===== src/rtl/core/lras_pkg.sv =====
// lras_pkg: shared types and constants for the line rasterizer.
// Holds coordinate/address widths, operation and format codes, and the
// input/result transfer structs. No dependencies.
`timescale 1ns / 1ps
`default_nettype none

package lras_pkg;

	// Fixed field widths
	localparam int COORD_BITS    = 16;
	localparam int ADDR_BITS     = 48;
	localparam int CHAN_BITS     = 8;
	localparam int COLOR_BITS    = 3 * CHAN_BITS;
	localparam int PPL_BITS      = 16;
	localparam int FMT_BITS      = 2;
	localparam int SPAN_BITS     = COORD_BITS + 1;
	localparam int PROD_BITS     = 2 * COORD_BITS + 1;
	localparam int OFF_BITS      = 2 * COORD_BITS + 2;
	localparam int CFG_DATA_BITS = ADDR_BITS;
	localparam int CFG_IDX_BITS  = 2;

	// Operation codes
	typedef enum logic {
		OP_START = 1'b0,
		OP_STEP  = 1'b1
	} op_t;

	// Configuration register indexes
	localparam logic [CFG_IDX_BITS-1:0] CFG_FB_BASE   = 2'd0;
	localparam logic [CFG_IDX_BITS-1:0] CFG_PPL       = 2'd1;
	localparam logic [CFG_IDX_BITS-1:0] CFG_PIXEL_FMT = 2'd2;

	// Pixel formats
	localparam logic [FMT_BITS-1:0] FMT_RGB = 2'd0;
	localparam logic [FMT_BITS-1:0] FMT_BGR = 2'd1;

	// Reset value of the row stride
	localparam logic [PPL_BITS-1:0] PPL_RESET = 16'd1024;

	// One input transfer
	typedef struct packed {
		logic                         operation;
		logic signed [COORD_BITS-1:0] start_x;
		logic signed [COORD_BITS-1:0] start_y;
		logic signed [COORD_BITS-1:0] end_x;
		logic signed [COORD_BITS-1:0] end_y;
		logic [CHAN_BITS-1:0]         red;
		logic [CHAN_BITS-1:0]         green;
		logic [CHAN_BITS-1:0]         blue;
	} in_item_t;

	// One framebuffer write
	typedef struct packed {
		logic [ADDR_BITS-1:0]         write_address;
		logic [COLOR_BITS-1:0]        pixel_word;
		logic                         write_enable;
		logic signed [COORD_BITS-1:0] pixel_x;
		logic signed [COORD_BITS-1:0] pixel_y;
		logic                         last;
	} out_item_t;

endpackage

`default_nettype wire


===== src/rtl/core/line_rasterizer.sv =====
// line_rasterizer: Bresenham line walker emitting one framebuffer write per step.
// Depends on lras_pkg for field widths, codes and the transfer structs.
//
// Usage:
//   Input channel (in_valid / in_stall / in_data): a start transfer loads both
//   endpoints and the colour and produces no result; each following step
//   transfer produces one pixel write on the output channel. A step with no
//   line active is consumed and produces nothing. A start mid-line drops the
//   rest of the old line.
//   Output channel (out_valid / out_stall / out_data): one write per step, with
//   byte address fb_base + 4*(x + y*pixels_per_line), packed colour, and last
//   set on the final pixel. Unsupported formats give write_enable 0, word 0.
//   Configuration (cfg_write / cfg_index / cfg_data): write only while idle.
// Pipeline and throughput:
//   A step's result is registered through the walker stage, offset
//   multiply, address add into the output register. One item is accepted
//   per cycle while in_stall is low; the line state update (one 18-bit
//   add and compare) sets that rate, the stride multiply sits in its own stage.
// Reset sets the configuration, walker and valid registers to their defaults
// (stride 1024) and leaves no line active. When the receiver stalls, the
// pipeline fills its empty stages and then holds the input with in_stall.
`timescale 1ns / 1ps
`default_nettype none

module line_rasterizer (
	input  wire                                 clk,
	input  wire                                 arst_n,
	// Input channel
	input  wire                                 in_valid,
	output logic                                in_stall,
	input  lras_pkg::in_item_t                  in_data,
	// Output channel
	output logic                                out_valid,
	input  wire                                 out_stall,
	output lras_pkg::out_item_t                 out_data,
	// Configuration write port
	input  wire                                 cfg_write,
	input  wire  [lras_pkg::CFG_IDX_BITS-1:0]   cfg_index,
	input  wire  [lras_pkg::CFG_DATA_BITS-1:0]  cfg_data
);
	import lras_pkg::*;

	// Configuration registers
	logic [ADDR_BITS-1:0] fb_base_q;
	logic [PPL_BITS-1:0]  ppl_q;
	logic [FMT_BITS-1:0]  fmt_q;

	// Line walker state
	logic signed [COORD_BITS-1:0] cur_x_q, cur_y_q;
	logic [SPAN_BITS-1:0]         major_q, minor_q, err_q, left_q;
	logic                         x_major_q, x_neg_q, y_neg_q;
	logic [COLOR_BITS-1:0]        colour_q;

	// Pipeline stages
	logic                         valid_s1, valid_s2;
	logic signed [COORD_BITS-1:0] x_s1, y_s1, x_s2, y_s2;
	logic [COLOR_BITS-1:0]        colour_s1, colour_s2;
	logic                         last_s1, last_s2;
	logic signed [OFF_BITS-1:0]   off_s2;

	// Handshake / stage advance
	logic out_free, s2_free, s1_free, in_xfer, is_start, is_step;

	assign out_free = !out_valid || !out_stall;
	assign s2_free  = !valid_s2 || out_free;
	assign s1_free  = !valid_s1 || s2_free;
	assign in_stall = !s1_free;
	assign in_xfer  = in_valid && s1_free;
	assign is_start = in_xfer && (op_t'(in_data.operation) == OP_START);
	assign is_step  = in_xfer && (op_t'(in_data.operation) == OP_STEP) && (left_q != '0);

	// Configuration writes
	always_ff @(posedge clk or negedge arst_n) begin
		if (!arst_n) begin
			fb_base_q <= '0;
			ppl_q     <= PPL_RESET;
			fmt_q     <= FMT_RGB;
		end else if (cfg_write) begin
			case (cfg_index)
				CFG_FB_BASE:   fb_base_q <= cfg_data[ADDR_BITS-1:0];
				CFG_PPL:       ppl_q     <= cfg_data[PPL_BITS-1:0];
				CFG_PIXEL_FMT: fmt_q     <= cfg_data[FMT_BITS-1:0];
				default:       ;
			endcase
		end
	end

	// Line setup from the endpoints
	logic signed [SPAN_BITS-1:0] dx_c, dy_c;
	logic [SPAN_BITS-1:0]        adx_c, ady_c, sx_c, sy_c;
	logic                        x_major_c;

	always_comb begin
		dx_c = {in_data.end_x[COORD_BITS-1], in_data.end_x}
		     - {in_data.start_x[COORD_BITS-1], in_data.start_x};
		dy_c = {in_data.end_y[COORD_BITS-1], in_data.end_y}
		     - {in_data.start_y[COORD_BITS-1], in_data.start_y};
		adx_c = dx_c[SPAN_BITS-1] ? SPAN_BITS'(-dx_c) : SPAN_BITS'(dx_c);
		ady_c = dy_c[SPAN_BITS-1] ? SPAN_BITS'(-dy_c) : SPAN_BITS'(dy_c);
		sx_c  = adx_c + 1'b1;
		sy_c  = ady_c + 1'b1;
		x_major_c = (sx_c >= sy_c);
	end

	// One Bresenham step from the current state
	logic [SPAN_BITS:0]           err_sum_c;
	logic                         minor_step_c;
	logic signed [COORD_BITS-1:0] x_inc_c, y_inc_c, nx_c, ny_c;
	logic [SPAN_BITS-1:0]         nerr_c;

	always_comb begin
		err_sum_c    = {1'b0, err_q} + {1'b0, minor_q};
		minor_step_c = (err_sum_c >= {1'b0, major_q});
		nerr_c       = minor_step_c ? SPAN_BITS'(err_sum_c - {1'b0, major_q})
		                            : SPAN_BITS'(err_sum_c);
		x_inc_c = x_neg_q ? COORD_BITS'(cur_x_q - 1'b1) : COORD_BITS'(cur_x_q + 1'b1);
		y_inc_c = y_neg_q ? COORD_BITS'(cur_y_q - 1'b1) : COORD_BITS'(cur_y_q + 1'b1);
		nx_c = (x_major_q || minor_step_c) ? x_inc_c : cur_x_q;
		ny_c = (!x_major_q || minor_step_c) ? y_inc_c : cur_y_q;
	end

	// Walker state update
	always_ff @(posedge clk or negedge arst_n) begin
		if (!arst_n) begin
			cur_x_q   <= '0;
			cur_y_q   <= '0;
			major_q   <= '0;
			minor_q   <= '0;
			err_q     <= '0;
			left_q    <= '0;
			x_major_q <= 1'b0;
			x_neg_q   <= 1'b0;
			y_neg_q   <= 1'b0;
			colour_q  <= '0;
		end else if (is_start) begin
			cur_x_q   <= in_data.start_x;
			cur_y_q   <= in_data.start_y;
			major_q   <= x_major_c ? sx_c : sy_c;
			minor_q   <= x_major_c ? sy_c : sx_c;
			err_q     <= '0;
			left_q    <= x_major_c ? sx_c : sy_c;
			x_major_q <= x_major_c;
			x_neg_q   <= dx_c[SPAN_BITS-1];
			y_neg_q   <= dy_c[SPAN_BITS-1];
			colour_q  <= {in_data.blue, in_data.green, in_data.red};
		end else if (is_step) begin
			cur_x_q <= nx_c;
			cur_y_q <= ny_c;
			err_q   <= nerr_c;
			left_q  <= left_q - 1'b1;
		end
	end

	// Stage 1: snapshot of the pixel being emitted
	always_ff @(posedge clk or negedge arst_n) begin
		if (!arst_n) begin
			valid_s1 <= 1'b0;
		end else if (s1_free) begin
			valid_s1 <= is_step;
		end
	end

	always_ff @(posedge clk) begin
		if (s1_free && is_step) begin
			x_s1      <= cur_x_q;
			y_s1      <= cur_y_q;
			colour_s1 <= colour_q;
			last_s1   <= (left_q == SPAN_BITS'(1));
		end
	end

	// Stage 2: pixel offset x + y * stride
	logic signed [PROD_BITS-1:0] prod_c;
	logic signed [OFF_BITS-1:0]  off_c;

	always_comb begin
		prod_c = $signed(y_s1) * $signed({1'b0, ppl_q});
		off_c  = OFF_BITS'(prod_c) + OFF_BITS'(x_s1);
	end

	always_ff @(posedge clk or negedge arst_n) begin
		if (!arst_n) begin
			valid_s2 <= 1'b0;
		end else if (s2_free) begin
			valid_s2 <= valid_s1;
		end
	end

	always_ff @(posedge clk) begin
		if (s2_free && valid_s1) begin
			off_s2    <= off_c;
			x_s2      <= x_s1;
			y_s2      <= y_s1;
			colour_s2 <= colour_s1;
			last_s2   <= last_s1;
		end
	end

	// Output register: byte address and packed colour
	out_item_t res_c;

	always_comb begin
		res_c.write_address = fb_base_q + ADDR_BITS'($signed({off_s2, 2'b00}));
		res_c.pixel_x       = x_s2;
		res_c.pixel_y       = y_s2;
		res_c.last          = last_s2;
		case (fmt_q)
			FMT_RGB: begin
				res_c.pixel_word   = colour_s2;
				res_c.write_enable = 1'b1;
			end
			FMT_BGR: begin
				res_c.pixel_word   = {colour_s2[CHAN_BITS-1:0],
				                      colour_s2[2*CHAN_BITS-1:CHAN_BITS],
				                      colour_s2[COLOR_BITS-1:2*CHAN_BITS]};
				res_c.write_enable = 1'b1;
			end
			default: begin
				res_c.pixel_word   = '0;
				res_c.write_enable = 1'b0;
			end
		endcase
	end

	always_ff @(posedge clk or negedge arst_n) begin
		if (!arst_n) begin
			out_valid <= 1'b0;
		end else if (out_free) begin
			out_valid <= valid_s2;
		end
	end

	always_ff @(posedge clk) begin
		if (out_free && valid_s2) begin
			out_data <= res_c;
		end
	end

endmodule

`default_nettype wire


===== config.mk =====
export PLATFORM = sky130hd
export DESIGN_NAME = line_rasterizer
export DESIGN_NICKNAME = d
export VERILOG_FILES = /design/src/rtl/core/lras_pkg.sv /design/src/rtl/core/line_rasterizer.sv
export SDC_FILE = /design/constraint.sdc
export NUM_CORES = 2
export LEC_CHECK = 0
export BUFFER_PORTS_ARGS = -buffer_cell sky130_fd_sc_hd__buf_2
export CAP_MARGIN = 5
export CORE_MARGIN = 2
export CORE_UTILIZATION = 55
export DETAILED_ROUTE_END_ITERATION = 10
export PLACE_DENSITY = 0.74
export SLEW_MARGIN = 15
export SYNTH_ARGS = -nofsm -noshare
export SYNTH_HDL_FRONTEND = slang
export SYNTH_SLANG_ARGS = --single-unit

===== constraint.sdc =====
create_clock -name clk -period 26.9 [get_ports clk]
set_input_delay 6.725 -clock clk [delete_from_list [all_inputs] [get_ports clk]]
set_output_delay 6.725 -clock clk [all_outputs]
set_load 0.01 [all_outputs]

==> summary.md <==
| Metric | Value |
|---|---|
| Outcome | completed |
| Routed Antenna Nets | 0 |
| Placeable Area | roughly 63000 um2 |
| Critical path required time | 20170 ps |
| FF-to-FF Start | ppl_q[9] |
| FMAX | ~70 MHz |
| TNS Setup | 0 ps |
| Post-Syn Nets | 4174 |
| Initial antenna violation count | 1 |
| Worst hold path class | reg -> reg |
| Max Slew Vio Count | 0 |
| Drt pass-1 iters | 8 |
| Gpl congestion | between 0.9 and 1 |
| Total grt overflow | 0 |
| Final hold violation count | 0 |
| Die height | between 200 and 300 um |
| Residual DRC count | 0 |
| Via count | 26200 |
| Hold Path Depth | 0 |
| Avg Cell Area, Syn | 10.0 um2 |
| Worst EP arrival | 7220 ps |
| Post-layout utilization of the core | 0.615 |
| CTS tree | built |
| Post-synth EDFFs | roughly 250 |
| Vias/cell | 5.68 |
| CTS Hold Bufs | 0 |
| Number of global-route vias before repair | 26300 |
| PostCTS Resize Cnt | 0 |
| N_diodes | 0 |
| Critical path depth | 4 |
| Rows | 92 |
| Slowest stage cell on the critical path | nand4_1 |
| Gr usage total | 0.255 |
| Clock sink count | 450 |
| Layout cells sized above 1 | 0.128 |
| Full die area | 66300 um2 |
| Fin crit share | 0.518 |
| First-pass GRT wire length | 136000 um |
| Initial Util | 0.558 |
| CTS root buffer | clkbuf_16 |
| Largest net degree at the start of global routing | 76 |
| Net count, final | 4381 |
| WL per Instance | 18.1 um |
| Setup Buffers After CTS | 0 |
| Async SR Flop Fraction | 0.436 |
| Worst skew pair latency | 610 ps |
| Placed instance area | between 30000 and 40000 um2 |
| P&R area growth vs syn | 10.2% |
| Register area share after synthesis | 0.355 |
| Worst path top cell family by delay | buffers and inverters |
| DP HPWL | roughly 64000 um |
| Cell breakdown of the critical path | buf_2, nand4_1, inv_1, buf_2 |
| Mapped cell area | approximately 35000 um2 |
| Minimum clock period | 13950 ps |
| FF-to-FF setup slack | 18820 ps |
| Hold Path End | out_data[11] |
| Fin area | 38900 um2 |
| Final setup violation count | 0 |
| Post-synth top flop | edfxtp_1 |
| CTS H-Tree Depth | 2 |
| Worst Skew | 37.7 ps |
| Max FO, Critical Path | 4 |
| Worst Path Class, Setup | in -> out |
| I/O Pins | 252 |
| Synth warn | 0 |
| Slew @ Worst Pin | 1070 ps |
| Critical Path End Type | output port |
| Unrepaired setup endpoints after global routing | no |
| CTS buffer count | 47 |
| DRT iter0 DRCs | 1743 |
| Cell mode on critical path | buf_2 |
| Die width | 257 um |
| Reg clk slew, reported paths | around 60 ps |
| CTS Buffer Depth | 3 |
| Syn Inst Count | about 3500 |
| Worst r2r dst | off_s2[32] |
| Synth Register Bits | 450 |
| Relative slew slack | 0.279 |
| Number of cells on the worst reg-to-reg path | 23 |
| CP Launch Type | input pin |
| CP max stage delay | around 160 ps |
| Hold_sp | y_s2[10] |
| Library cells used by synthesis | 103 |
| PortBufs | 251 |
| Crit path buf inv count | 3 |
| Maximum Capacitance Violations | 0 |
| Final wirelength | 83600 um |
[routing by layer]
layer	global-route usage	up-vias	wire, um	part of all wire
met5	0	-	0	0
met4	0.0796	0	2530	0.030
met3	0.0396	151	5410	0.065
met2	0.424	821	39400	0.47
met1	0.346	12700	36300	0.43
li1	-	12500	-	-
[synth_stat cells, types with 12 or more instances]
| library cell | instances | area share |
|---|---|---|
| nand2b_1 | 35 | 0.0062 |
| dfrtp_1 | 195 | 0.14 |
| o221a_2 | 16 | 0.0051 |
| nand3_1 | 88 | 0.012 |
| or2_2 | 16 | 0.0028 |
| o21a_1 | 29 | 0.0062 |
| ha_1 | 281 | 0.10 |
| o31a_1 | 13 | 0.0032 |
| o211ai_1 | 18 | 0.0038 |
| a311oi_1 | 12 | 0.0030 |
| o221ai_1 | 22 | 0.0055 |
| xnor2_1 | 135 | 0.033 |
| a21oi_1 | 176 | 0.025 |
| nand4_1 | 23 | 0.0041 |
| nor3_1 | 62 | 0.0088 |
| mux2_2 | 70 | 0.022 |
| fa_1 | 234 | 0.13 |
| nor2_1 | 165 | 0.018 |
| a31oi_1 | 22 | 0.0039 |
| mux2i_1 | 37 | 0.010 |
| o31ai_1 | 19 | 0.0040 |
| and3_1 | 20 | 0.0035 |
| a211oi_1 | 19 | 0.0040 |
| o21ai_0 | 128 | 0.018 |
| xor2_1 | 65 | 0.016 |
| edfxtp_1 | 254 | 0.22 |
| clkbuf_1 | 90 | 0.0096 |
| nor2b_1 | 45 | 0.0080 |
| nand2_1 | 375 | 0.040 |
| a21o_1 | 56 | 0.012 |
| inv_1 | 433 | 0.046 |
| and2_1 | 119 | 0.021 |
| a21boi_0 | 16 | 0.0034 |
| or3_1 | 23 | 0.0041 |
| o21bai_1 | 16 | 0.0034 |
[through the flow]
stage,hold WS [ps],setup WS (ps),std cells
after detailed placement,405,12950,4519
after global routing,413,12870,4607
after floorplan,400,11800,3515
after CTS,400,12960,4607
after global placement,401,12960,4519
final,398,12950,4607
[logic make-up after synthesis]
logic type / Yosys count / share of synthesized area
xor+xnor: 201 / 0.0501
simple gates: 1025 / 0.141
buf+inv: 544 / 0.0599
compound gates: 672 / 0.129
mux: 107 / 0.0328
fa+ha+maj: 516 / 0.232
flops: 450 / 0.355
[how the worst max path moves through the flow]
stage | start | to
3_5_place_dp | out_stall | in_stall
6_report | out_stall | in_stall
5_1_grt | out_stall | in_stall
2_1_floorplan | out_stall | out_data[0]
3_3_place_gp | out_stall | in_stall
4_1_cts | out_stall | in_stall
[worst register-to-register path, stage by stage (launching register included)]
cell and delay [ps]:
dfrtp_1 840, nand2_1 190, fa_1 570, inv_1 60, fa_1 530, inv_1 50, fa_1 490, inv_1 40
ha_1 280, fa_1 500, fa_1 420, ha_1 320, o21a_1 130, o21ai_0 320, a2bb2oi_1 220, a21oi_1 330
nor2_1 90, a2111oi_0 690, a21oi_1 260, a41oi_1 440, a21oi_1 150, a41o_1 290, o41ai_1 320, xnor2_1 310
[final cells by class]
| class | instances | area [um2] |
|---|---|---|
| clock inverter | 26 | 297 |
| fill | 5186 | 24400 |
| clock buffer | 62 | 1290 |
| inverter | 435 | 1630 |
| tap | 846 | 1060 |
| multi-input combinational | 2521 | 20700 |
| sequential | 450 | 12500 |
| timing repair buffer | 267 | 1390 |
[cells in the final DEF, fill, tap and decap left out, drive strengths merged, types with 25 or more instances in the layout]
| cell type | n |
|---|---|
| a21o | 57 |
| a21oi | 176 |
| and2 | 122 |
| buf | 266 |
| clkbuf | 63 |
| dfrtp | 195 |
| edfxtp | 254 |
| fa | 234 |
| ha | 281 |
| inv | 438 |
| mux2 | 70 |
| mux2i | 37 |
| nand2 | 375 |
| nand2b | 35 |
| nand3 | 88 |
| nor2 | 166 |
| nor2b | 45 |
| nor3 | 64 |
| o21a | 30 |
| o21ai | 133 |
| or3 | 25 |
| xnor2 | 135 |
| xor2 | 66 |
[sequential cells by signal, indices dropped and copies added (netlist names), 2 cells and up]
name,cells
out_data,106
fb_base_q,48
off_s2,34
colour_q,24
colour_s1,24
colour_s2,24
err_q,17
left_q,17
major_q,17
minor_q,17
cur_x_q,16
cur_y_q,16
ppl_q,16
x_s1,16
x_s2,16
y_s1,16
y_s2,16
fmt_q,2
Power is not shown: default switching activity piles up to over one toggle a cycle in this logic, so the estimate is an artifact.
